===== src/design/c3wr_pkg.sv =====
`default_nettype none
package c3wr_pkg;

    localparam int unsigned CMD_WEIGHT = 0;
    localparam int unsigned CMD_VOXEL  = 1;

    localparam int unsigned CFG_DEPTH  = 0;
    localparam int unsigned CFG_HEIGHT = 1;
    localparam int unsigned CFG_WIDTH  = 2;
    localparam int unsigned CFG_STRIDE = 3;

    typedef struct packed {
        logic               command;
        logic [9:0]         weight_index;
        logic signed [15:0] value;
    } c3wr_in_t;

    typedef struct packed {
        logic [2:0]  out_channel;
        logic [5:0]  out_plane;
        logic [5:0]  out_row;
        logic [5:0]  out_col;
        logic [14:0] activation;
        logic        last_of_run;
    } c3wr_out_t;

    // Commands from the controller to the datapath.
    typedef struct packed {
        logic store_sample;
        logic store_weight;
        logic clear_acc;
        logic mac_en;
        logic latch_result;
    } c3wr_cmd_t;

endpackage
`default_nettype wire


===== src/design/c3wr_ctrl.sv =====
`default_nettype none
module c3wr_ctrl #(
    parameter int CHANNELS_IN  = 4,
    parameter int CHANNELS_OUT = 8,
    parameter int KERNEL_SIZE  = 3,
    parameter int MAX_COLS     = 64,
    parameter int MAX_ROWS     = 64
) (
    input  wire logic                aclk,
    input  wire logic                aresetn,
    input  wire logic                in_valid,
    output logic                     in_ready,
    input  wire c3wr_pkg::c3wr_in_t  item,
    input  wire logic                out_ready,
    output logic                     out_valid,
    input  wire logic                cfg_valid,
    input  wire logic [1:0]          cfg_index,
    input  wire logic [6:0]          cfg_data,
    output c3wr_pkg::c3wr_cmd_t      cmd,
    output logic [2:0]               wr_slot,
    output logic [7:0]               wr_row,
    output logic [7:0]               wr_col,
    output logic [3:0]               wr_chan,
    output logic [2:0]               rd_slot,
    output logic [7:0]               rd_row,
    output logic [7:0]               rd_col,
    output logic [3:0]               rd_chan,
    output logic [15:0]              rd_widx,
    output logic [5:0]               res_ochan,
    output logic [5:0]               res_plane,
    output logic [5:0]               res_row,
    output logic [5:0]               res_col,
    output logic                     res_last
);
    import c3wr_pkg::*;

    localparam int KCUBE  = KERNEL_SIZE * KERNEL_SIZE * KERNEL_SIZE;
    localparam int WCOUNT = CHANNELS_OUT * CHANNELS_IN * KCUBE;
    localparam int KM     = KERNEL_SIZE - 1;

    typedef enum logic [2:0] {S_IDLE, S_MAC, S_DRAIN, S_RES, S_OUT} state_t;

    state_t      state_reg;
    logic [6:0]  depth_reg, height_reg, width_reg;
    logic [2:0]  stride_reg;
    logic [3:0]  chan_reg;
    logic [7:0]  col_reg, row_reg;
    logic [6:0]  plane_reg;
    logic [2:0]  slot_reg;
    // Window walk counters: input channel, kd, kh, kw and output channel.
    logic [3:0]  wi_reg;
    logic [2:0]  kd_reg, kh_reg, kw_reg;
    logic [5:0]  oc_reg;
    logic [15:0] widx_reg;
    logic [2:0]  drain_reg;
    logic [7:0]  wrow_reg, wcol_reg;
    logic [2:0]  wslot_reg;
    logic [5:0]  opl_reg, orow_reg, ocol_reg;
    logic        out_valid_reg;

    logic [6:0]  depth_e;
    logic [7:0]  height_e, width_e;
    logic [2:0]  st_e;
    logic [3:0]  chan_c;
    logic [7:0]  col_c, row_c;
    logic [6:0]  dp, dr, dc;
    logic        fire, accept, last_tap;
    logic [3:0]  kslot_sum;
    logic [2:0]  kslot;

    // Quotient by a stride of 1 to 4; a third is taken as x*43/128, exact below 128.
    function automatic logic [6:0] div_stride(input logic [6:0] x, input logic [2:0] s);
        logic [13:0] prod;
        prod = {7'd0, x} * 14'd43;
        case (s)
            3'd2:    div_stride = {1'b0, x[6:1]};
            3'd3:    div_stride = prod[13:7];
            3'd4:    div_stride = {2'b00, x[6:2]};
            default: div_stride = x;
        endcase
    endfunction

    function automatic logic stride_aligned(input logic [6:0] x, input logic [2:0] s);
        logic [6:0] q;
        q = div_stride(x, s);
        case (s)
            3'd2:    stride_aligned = !x[0];
            3'd3:    stride_aligned = (x == 7'({q, 1'b0} + {1'b0, q}));
            3'd4:    stride_aligned = (x[1:0] == 2'b00);
            default: stride_aligned = 1'b1;
        endcase
    endfunction

    always_comb begin
        depth_e  = (depth_reg == 0) ? 7'd1 : (depth_reg > 7'd64 ? 7'd64 : depth_reg);
        height_e = (height_reg == 0) ? 8'd1 :
                   (32'(height_reg) > MAX_ROWS ? 8'(MAX_ROWS) : 8'(height_reg));
        width_e  = (width_reg == 0) ? 8'd1 :
                   (32'(width_reg) > MAX_COLS ? 8'(MAX_COLS) : 8'(width_reg));
        st_e     = (stride_reg == 0) ? 3'd1 : (stride_reg > 3'd4 ? 3'd4 : stride_reg);
        chan_c   = (32'(chan_reg) >= CHANNELS_IN) ? 4'd0 : chan_reg;
        col_c    = (32'(col_reg) >= MAX_COLS) ? 8'd0 : col_reg;
        row_c    = (32'(row_reg) >= MAX_ROWS) ? 8'd0 : row_reg;
        dp       = plane_reg - 7'(KM);
        dr       = 7'(row_c - 8'(KM));
        dc       = 7'(col_c - 8'(KM));
        fire = (32'(chan_c) == CHANNELS_IN - 1) && 32'(plane_reg) >= KM &&
               32'(row_c) >= KM && 32'(col_c) >= KM &&
               stride_aligned(dp, st_e) && stride_aligned(dr, st_e) &&
               stride_aligned(dc, st_e);
    end

    assign in_ready  = (state_reg == S_IDLE) && !out_valid_reg;
    assign accept    = in_valid && in_ready;
    assign out_valid = out_valid_reg;
    assign last_tap  = 32'(wi_reg) == CHANNELS_IN - 1 && 32'(kd_reg) == KM &&
                       32'(kh_reg) == KM && 32'(kw_reg) == KM;

    // Ring slot of plane kd in the current window, counted from the slot of its last plane.
    always_comb begin
        kslot_sum = 4'(wslot_reg) + 4'd1 + 4'(kd_reg);
        kslot     = (32'(kslot_sum) >= KERNEL_SIZE) ? 3'(32'(kslot_sum) - KERNEL_SIZE) :
                    kslot_sum[2:0];
    end

    always_comb begin
        cmd.store_weight = accept && item.command == 1'(CMD_WEIGHT) &&
                           32'(item.weight_index) < WCOUNT;
        cmd.store_sample = accept && item.command == 1'(CMD_VOXEL);
        cmd.clear_acc    = (state_reg == S_IDLE) || (state_reg == S_OUT);
        cmd.mac_en       = (state_reg == S_MAC);
        cmd.latch_result = (state_reg == S_RES);
        wr_slot = slot_reg;
        wr_row  = row_c;
        wr_col  = col_c;
        wr_chan = chan_c;
        rd_slot = kslot;
        rd_row  = wrow_reg + 8'(kh_reg);
        rd_col  = wcol_reg + 8'(kw_reg);
        rd_chan = wi_reg;
        rd_widx = widx_reg;
        res_ochan = oc_reg;
        res_plane = opl_reg;
        res_row   = orow_reg;
        res_col   = ocol_reg;
        res_last  = 32'(oc_reg) == CHANNELS_OUT - 1;
    end

    always_ff @(posedge aclk) begin
        if (!aresetn) begin
            state_reg     <= S_IDLE;
            depth_reg     <= 7'd34;
            height_reg    <= 7'd34;
            width_reg     <= 7'd34;
            stride_reg    <= 3'd1;
            chan_reg      <= '0;
            col_reg       <= '0;
            row_reg       <= '0;
            plane_reg     <= '0;
            slot_reg      <= '0;
            out_valid_reg <= 1'b0;
            wi_reg <= '0; kd_reg <= '0; kh_reg <= '0; kw_reg <= '0;
            oc_reg <= '0; widx_reg <= '0; drain_reg <= '0;
        end else begin
            if (cfg_valid) begin
                case (cfg_index)
                    2'(CFG_DEPTH):  depth_reg  <= cfg_data;
                    2'(CFG_HEIGHT): height_reg <= cfg_data;
                    2'(CFG_WIDTH):  width_reg  <= cfg_data;
                    2'(CFG_STRIDE): stride_reg <= cfg_data[2:0];
                    default: ;
                endcase
            end
            if (out_valid_reg && out_ready) begin
                out_valid_reg <= 1'b0;
            end
            case (state_reg)
                S_IDLE: begin
                    if (accept && item.command == 1'(CMD_VOXEL)) begin
                        if (fire) begin
                            state_reg <= S_MAC;
                            opl_reg   <= 6'(div_stride(dp, st_e));
                            orow_reg  <= 6'(div_stride(dr, st_e));
                            ocol_reg  <= 6'(div_stride(dc, st_e));
                            wrow_reg  <= row_c - 8'(KM);
                            wcol_reg  <= col_c - 8'(KM);
                            wslot_reg <= slot_reg;
                            wi_reg <= '0; kd_reg <= '0; kh_reg <= '0; kw_reg <= '0;
                            oc_reg <= '0; widx_reg <= '0;
                        end
                        if (32'(chan_c) == CHANNELS_IN - 1) begin
                            chan_reg <= '0;
                            if (col_c + 8'd1 >= width_e) begin
                                col_reg <= '0;
                                if (row_c + 8'd1 >= height_e) begin
                                    row_reg <= '0;
                                    if (plane_reg + 7'd1 >= depth_e) begin
                                        plane_reg <= '0;
                                    end else begin
                                        plane_reg <= plane_reg + 7'd1;
                                    end
                                    slot_reg <= (plane_reg + 7'd1 >= depth_e ||
                                                 32'(slot_reg) == KERNEL_SIZE - 1) ?
                                                3'd0 : slot_reg + 3'd1;
                                end else begin
                                    row_reg <= row_c + 8'd1;
                                end
                            end else begin
                                col_reg <= col_c + 8'd1;
                                row_reg <= row_c;
                            end
                        end else begin
                            chan_reg <= chan_c + 4'd1;
                            col_reg  <= col_c;
                            row_reg  <= row_c;
                        end
                    end
                end
                S_MAC: begin
                    widx_reg <= widx_reg + 16'd1;
                    if (32'(kw_reg) == KM) begin
                        kw_reg <= '0;
                        if (32'(kh_reg) == KM) begin
                            kh_reg <= '0;
                            if (32'(kd_reg) == KM) begin
                                kd_reg <= '0;
                                wi_reg <= last_tap ? 4'd0 : wi_reg + 4'd1;
                            end else begin
                                kd_reg <= kd_reg + 3'd1;
                            end
                        end else begin
                            kh_reg <= kh_reg + 3'd1;
                        end
                    end else begin
                        kw_reg <= kw_reg + 3'd1;
                    end
                    if (last_tap) begin
                        state_reg <= S_DRAIN;
                        drain_reg <= '0;
                    end
                end
                S_DRAIN: begin
                    // Memory read, product and accumulate stages empty out.
                    drain_reg <= drain_reg + 3'd1;
                    if (drain_reg == 3'd2) begin
                        state_reg <= S_RES;
                    end
                end
                S_RES: begin
                    state_reg     <= S_OUT;
                    out_valid_reg <= 1'b1;
                end
                S_OUT: begin
                    if (out_ready) begin
                        if (32'(oc_reg) == CHANNELS_OUT - 1) begin
                            state_reg <= S_IDLE;
                        end else begin
                            oc_reg    <= oc_reg + 6'd1;
                            state_reg <= S_MAC;
                        end
                    end
                end
                default: state_reg <= S_IDLE;
            endcase
        end
    end
endmodule
`default_nettype wire


===== config.mk =====
export PLATFORM = sky130hd
export DESIGN_NAME = c3wr_ctrl
export DESIGN_NICKNAME = d
export VERILOG_FILES = /design/src/design/c3wr_pkg.sv /design/src/design/c3wr_ctrl.sv
export SDC_FILE = /design/constraint.sdc
export NUM_CORES = 1
export LEC_CHECK = 0
export BUFFER_PORTS_ARGS = -buffer_cell sky130_fd_sc_hd__buf_2
export CAP_MARGIN = 20
export CORE_AREA = 5 5 144 146
export DETAILED_ROUTE_END_ITERATION = 10
export DIE_AREA = 0 0 149 151
export GPL_TIMING_DRIVEN = 1
export PLACE_DENSITY = 0.8
export SYNTH_ARGS = -nofsm -noshare
export SYNTH_HDL_FRONTEND = slang
export SYNTH_SLANG_ARGS = --single-unit
export TNS_END_PERCENT = 5

===== constraint.sdc =====
create_clock -name aclk -period 19.51 [get_ports aclk]
set_input_delay 1.951 -clock aclk [delete_from_list [all_inputs] [get_ports aclk]]
set_output_delay 1.951 -clock aclk [all_outputs]
set_load 0.01 [all_outputs]

==> impl_metrics.ini, run 1 <==
[clocking]
clkTransAtPathRegs_ps = 70
clockBufferDepth = 2
htree_levels = 4
cts_tree = built
cts-root-buf = clkbuf_16
clock_latency_ps = 430
cts_resized = 0
cts_setup_buffers = 0
cts-buffers-inserted = 17
clkSinkCount = 133
cts_hold_buf = 0

[layout]
fin_nets = 1639
num-fill-cells = 1646
largest_reg_flops = 16
design_area_sq_um = 12530
layout-drive-gt1-share = 0.1275
diodes = 0
syn2layout_area_growth_pct = 11.28
fin_util = 0.6503
layout.cells.non_filler = 1700

[setup_path]
slowest_delay_ps = 730
required_ps = 19560
slowest_stage = xnor2_1
startpoint = col_reg[7]
cp_max_fo = 34
start_kind = register
arrival_ps = 9470
r2r-start = col_reg[7]
end_kind = register
cp_common_cell = ha_1
crit_type = reg2reg

[yosys]
synth-seq-cells = 133
synth.largest_area_cell = dfxtp_1
synth_top_area_share = 0.1706
synth_common_cells = ha_1 (152), nand2_1 (152), inv_1 (121)
syn_area_per_cell_sq_um = 8.417
synth_top_family_by_area = adder cells
synthCells = 1338
synthAdderAreaFrac = 0.2115
synthTopCellsByArea = dfxtp_1 (17%), ha_1 (17%), edfxtp_1 (9.9%), nand2_1 (5.1%), fa_1 (4.3%)
ys.flop_type = dfxtp_1
synth_compound_area_frac = 0.1806
synthMuxAreaShare = 0.01844
synthesis.area_sq_um = 11260
yosys.area_share.xor_xnor = 0.06110
yosys.area_share.simple = 0.1952
synth_cell_types = 86
async_flop_share = 0
yosysWarnings = 0
synth_edf_count = 37
ys_seq_area_frac = 0.2693

[sta]
finalHoldViolCount = 0
setup_ws_ps = 10090
relSlewSlack = 0.2994
setup_viol = 0
rsz0062_at_grt = no
worst_pin_slew_ps = 1043
setup_tns_ps = 0
max_freq_mhz = 106.2
finalCriticalPeriod_ps = 9416
slew_viol_final = 0
hold_slack_ps = 456.9
skew_ps = 14.33
period_share = 0.4826

[global_routing]
grt_use_total = 0.2529
grt_pass1_vias = 9681
grt_antenna_before_repair = 0
grt-ovfl-total = 0
grt_start_max_net_pins = 65
grt_pass1_wl_um = 46530

[placement]
place_area_sq_um = 11970
placed_cells = 1668
portBuffers = 107
gp_congestion = 0.9384
place_hpwl_um = 20600
dp_slack_ps = 10310

[route]
vias = 9999
vias_per_cell = 5.882
drt-total-wl_um = 28270
wl_per_cell_um = 16.63
drcViolationCount = 0
detail_route.first_pass.iterations = 6
ant_nets = 0
drt-initial-drc-count = 745

[floorplanning]
die_h_um = 151
initial_utilization = 0.5844
die-area_sq_um = 22500
io_pins = 135
core_sq_um = 19270
die_w_um = 149
num_rows = 51

[run_status]
outcome = complete, no violations

[pwr]
ir_drop_uv = 51.80
p_leak_nw = 5.641
power_density_nw_per_um2 = 62.23
finalPower_uw = 779.8

[run]
maxCapViolCount = 0

[hold_path]
min_path_type = reg2reg
hp-start = chan_reg[1]
==> logic make-up after synthesis <==
family	after synthesis
and+or+nand+nor	446
AOI/OAI and AO/OA	306
buffers and inverters	179
adders and majority gates	176
DFF	133
xor gates and xnor gates	77
muxes	20
other	1
==> cell type report <==
cell class | instances | area (sq um) | area share
well taps | 265 | 331.6 | 0.02646
flip-flops and latches | 133 | 3033 | 0.2420
inverters | 124 | 465.4 | 0.03714
repair buffers | 115 | 595.6 | 0.04752
multi-input cells | 1031 | 7541 | 0.6017
clock buffers | 19 | 454.2 | 0.03624
clock inverters | 13 | 111.4 | 0.008886
==> final timing paths <==
| path | endpoint | slack (ps) | cells after the start |
|---|---|---|---|
| max | res_row[2] | 10090 | 32 |
| min | chan_reg[1] | 460 | 2 |
| max reg2reg | res_row[2] | 10090 | 32 |
| min reg2reg | chan_reg[1] | 460 | 2 |
==> metal layers <==
layer	share of wire	vias to the layer above	global-route usage
li1	-	4902	-
met1	0.42	4707	0.3199
met2	0.49	335	0.4415
met3	0.063	55	0.03950
met4	0.023	0	0.08650
met5	0	-	0
==> critical path: cells and delay by family (launching register included) <==
family                   cells  cell delay [ps]
AO/OA/AOI/OAI               10             2630
adder cells (fa/ha/maj)      7             2580
AND/OR/NAND/NOR              7             1630
XOR/XNOR                     4             1190
buffers and inverters        4              650
flip-flops                   1              340
==> cells in the final DEF (no fill, tap or decap), types with 19 or more instances in the layout <==
| cell | count |
|---|---|
| dfxtp_1 | 96 |
| inv_1 | 120 |
| nand3_1 | 32 |
| xnor2_1 | 49 |
| a21o_1 | 29 |
| nand2_1 | 152 |
| edfxtp_1 | 37 |
| nor3_1 | 32 |
| fa_1 | 24 |
| buf_2 | 107 |
| xor2_1 | 27 |
| nor2_1 | 100 |
| ha_1 | 152 |
| o21ai_0 | 51 |
| a31oi_1 | 19 |
| a21oi_1 | 89 |
==> report_power, final <==
group	total [mW]	internal (mW)	leakage (nW)	switching, mW
clock	0.315	0.174	0.283	0.140
combinational	0.177	0.0748	4.29	0.102
sequential	0.288	0.286	1.06	0.00249
total	0.780	0.535	5.64	0.245
Note: power is estimated with default switching activity, not from simulation.
==> run 2: changes to the inputs <==
ABC_AREA = 1   (was unset)
CORE_AREA = 5 5 151 153   (was 5 5 144 146)
DIE_AREA = 0 0 156 158   (was 0 0 149 151)
PLACE_DENSITY = 0.77   (was 0.8)
clock period = 7.9 ns   (was 19.51 ns; I/O delays follow)
==> run 2 against run 1 <==
Compared with the run above:
- global-route usage decreased by 2.8 points
- critical endpoint is now res_row[5]
- sequential share of layout area shrank 0.25 points
- largest cell class unchanged
- highest routed layer unchanged
- largest power group is now combinational cells
- non-clock buffer count rose by 3
- routed wire length shrank 3.7%
- synthesized cell count is 14% higher
- first-iteration DRC count fell by 4.8%
- combinational power rose to 4.6 times the previous value
- via count rose by 3.2%
==> impl_metrics.ini, run 2 <==
[layout]
diodes = 0
num-fill-cells = 1944
final_common_cell = nand2_1
final_cell_mix = nand2_1 (264), inv_1 (254), ha_1 (152)
largest_reg_flops = 16
fin_nets = 1846
layout-drive-gt1-share = 0.1285
syn2layout_area_growth_pct = 12.68

[clocking]
cts_setup_buffers = 0
clock_latency_ps = 430
clkTransAtPathRegs_ps = 60
cts_tree = built
cts-root-buf = clkbuf_16
clkSinkCount = 133
clockBufferDepth = 2
htree_levels = 4
cts-buffers-inserted = 17

[setup_path]
cp_common_cell = inv_1
r2r-end = res_row[5]
slowest_stage = fa_1
cp_num_cells = 34
startpoint = row_reg[6]
end_kind = register
r2r_setup_slack_ps = 590
required_ps = 7990
r2r-start = row_reg[6]
worst-path-buf-inv = 7
arrival_ps = 7400
crit_end = res_row[5]
slowest_delay_ps = 510
rr_worst_depth = 34
start_kind = register
cp_max_fo = 33
crit_type = reg2reg
path_delay_family = adder cells

[yosys]
synth_cell_types = 58
synthTopCellsByArea = dfxtp_1 (17%), ha_1 (17%), edfxtp_1 (9.9%), nand2_1 (8.8%), inv_1 (8.5%)
synth-seq-cells = 133
synthCells = 1523
synth_top_area_share = 0.1710
ys.flop_type = dfxtp_1
synthesis.area_sq_um = 11240
synth_most_common_cell = nand2_1
async_flop_share = 0
yosysWarnings = 0
synth.largest_area_cell = dfxtp_1
ys_seq_area_frac = 0.2698
synth_edf_count = 37
syn_area_per_cell_sq_um = 7.381
synth_common_cells = nand2_1 (264), inv_1 (254), ha_1 (152)

[floorplanning]
initial_utilization = 0.5248
die_w_um = 156
core_sq_um = 21420
die-area_sq_um = 24650
num_rows = 54
die_h_um = 158
io_pins = 135

[sta]
setup_tns_ps = 0
finalCriticalPeriod_ps = 7310
relSlewSlack = 0.4533
setup_viol = 0
max_freq_mhz = 136.8
period_share = 0.9254
finalHoldViolCount = 0
slew_viol_final = 0
skew_ps = 13.05
rsz0062_at_grt = no
worst_pin_slew_ps = 819.0

[route]
wl_per_cell_um = 14.16
ant_nets = 0
detail_route.first_pass.iterations = 5
vias_per_cell = 5.367
drt-initial-drc-count = 709
drt-total-wl_um = 27220
drcViolationCount = 0
vias = 10315

[pwr]
power_density_nw_per_um2 = 185.8
power_frac_clock = 0.340
p_leak_nw = 6.162
finalPower_mw = 2.354
switching_share = 0.3660
ir_drop_uv = 152.4
power_frac_comb = 0.345
p_sw_uw = 861.4
internal_power_mw = 1.492
seqPwrFrac = 0.315

[global_routing]
grt-ovfl-total = 0
grt_antenna_before_repair = 0
grt_use_total = 0.2251
grt_start_max_net_pins = 52
grt_pass1_vias = 9677
grt_pass1_wl_um = 45690

[run_status]
outcome = complete, no violations

[placement]
portBuffers = 107
gp_congestion = 0.9195
place_hpwl_um = 20810

[run]
maxCapViolCount = 0

[hold_path]
min_path_type = reg2reg
run 2: changes by cell type after synthesis, moves of 16 or more:
cell / previous run / this run
o21ai_0: 51 / 71
inv_1: 121 / 254
nor2_1: 101 / 149
a21o_1: 29 / 5
xnor2_1: 49 / 16
a21oi_1: 89 / 113
nand3_1: 32 / 87
a31oi_1: 19 / 3
nand2_1: 152 / 264
run 2: cell type report:
cell class | instances | area (sq um) | area share
Clock buffer | 19 | 454.2 | 0.03586
Clock inverter | 13 | 135.1 | 0.01067
Inverter | 268 | 1006 | 0.07942
Multi-Input combinational cell | 1091 | 7064 | 0.5577
Sequential cell | 133 | 3034 | 0.2396
Tap cell | 280 | 350.3 | 0.02766
Timing Repair Buffer | 118 | 621.8 | 0.04910
run 2: kinds of logic after synthesis:
group / share of synthesized area
AOI/OAI and AO/OA: 0.1357
xor gates and xnor gates: 0.03862
adders and majority gates: 0.2119
buffers and inverters: 0.1065
DFF: 0.2698
muxes: 0.0008905
other: 0.0003336
and+or+nand+nor: 0.2362
run 2: per-stage QoR:
step           worst slack, ps    util  hold slack (ps)  cell area [sq um]  std cells
2_1_floorplan            289.6       -            426.7              11260       1528
3_3_place_gp             649.2  0.5628            436.9              12050       1890
3_5_place_dp             401.3  0.5628            456.1              12050       1890
4_1_cts                  324.4  0.5903            464.7              12640       1922
5_1_grt                  20.08  0.5914            486.6              12670       1922
6_report                 589.7  0.5914            461.1              12670       1922
run 2: worst min path at each step:
stage,cells past startpoint,endpoint,startpoint,slack [ps]
3_3_place_gp,2,col_reg[7],col_reg[7],440
2_1_floorplan,2,col_reg[7],col_reg[7],430
5_1_grt,2,chan_reg[2],chan_reg[2],490
4_1_cts,2,chan_reg[2],chan_reg[2],460
6_report,2,chan_reg[2],chan_reg[2],460
3_5_place_dp,2,chan_reg[2],chan_reg[2],460
run 2: metal layers:
metal / part of all wire / global-route usage
met1: 0.44 / 0.2889
met4: 0.015 / 0.05627
met3: 0.064 / 0.04183
met5: 0 / 0
met2: 0.48 / 0.3923
run 2: worst register-to-register path, delay by kind of cell, from the launching register on:
family                   cells  cell delay (ps)
AO/OA/AOI/OAI                9             1710
flip-flops                   1              340
adder cells (fa/ha/maj)      7             2650
AND/OR/NAND/NOR             10             1280
buffers and inverters        7              820
XOR/XNOR                     1              160
run 2: what timing repair did:
action	in CTS	in global routing
hold endpoints to repair	0	0
setup endpoints to repair	0	68
gates resized for setup	0	5
hold buffers	0	0
run 2: power by group through the flow:
stage | clock network [mW] | logic, mW | registers (mW)
final | 0.800 | 0.812 | 0.742
after global routing | 0.845 | 0.939 | 0.744
after CTS | 0.811 | 0.809 | 0.741
after detailed placement | 0 | 0.803 | 0.756
after global placement | 0 | 0.772 | 0.755
after floorplan | 0 | 0.628 | 0.752
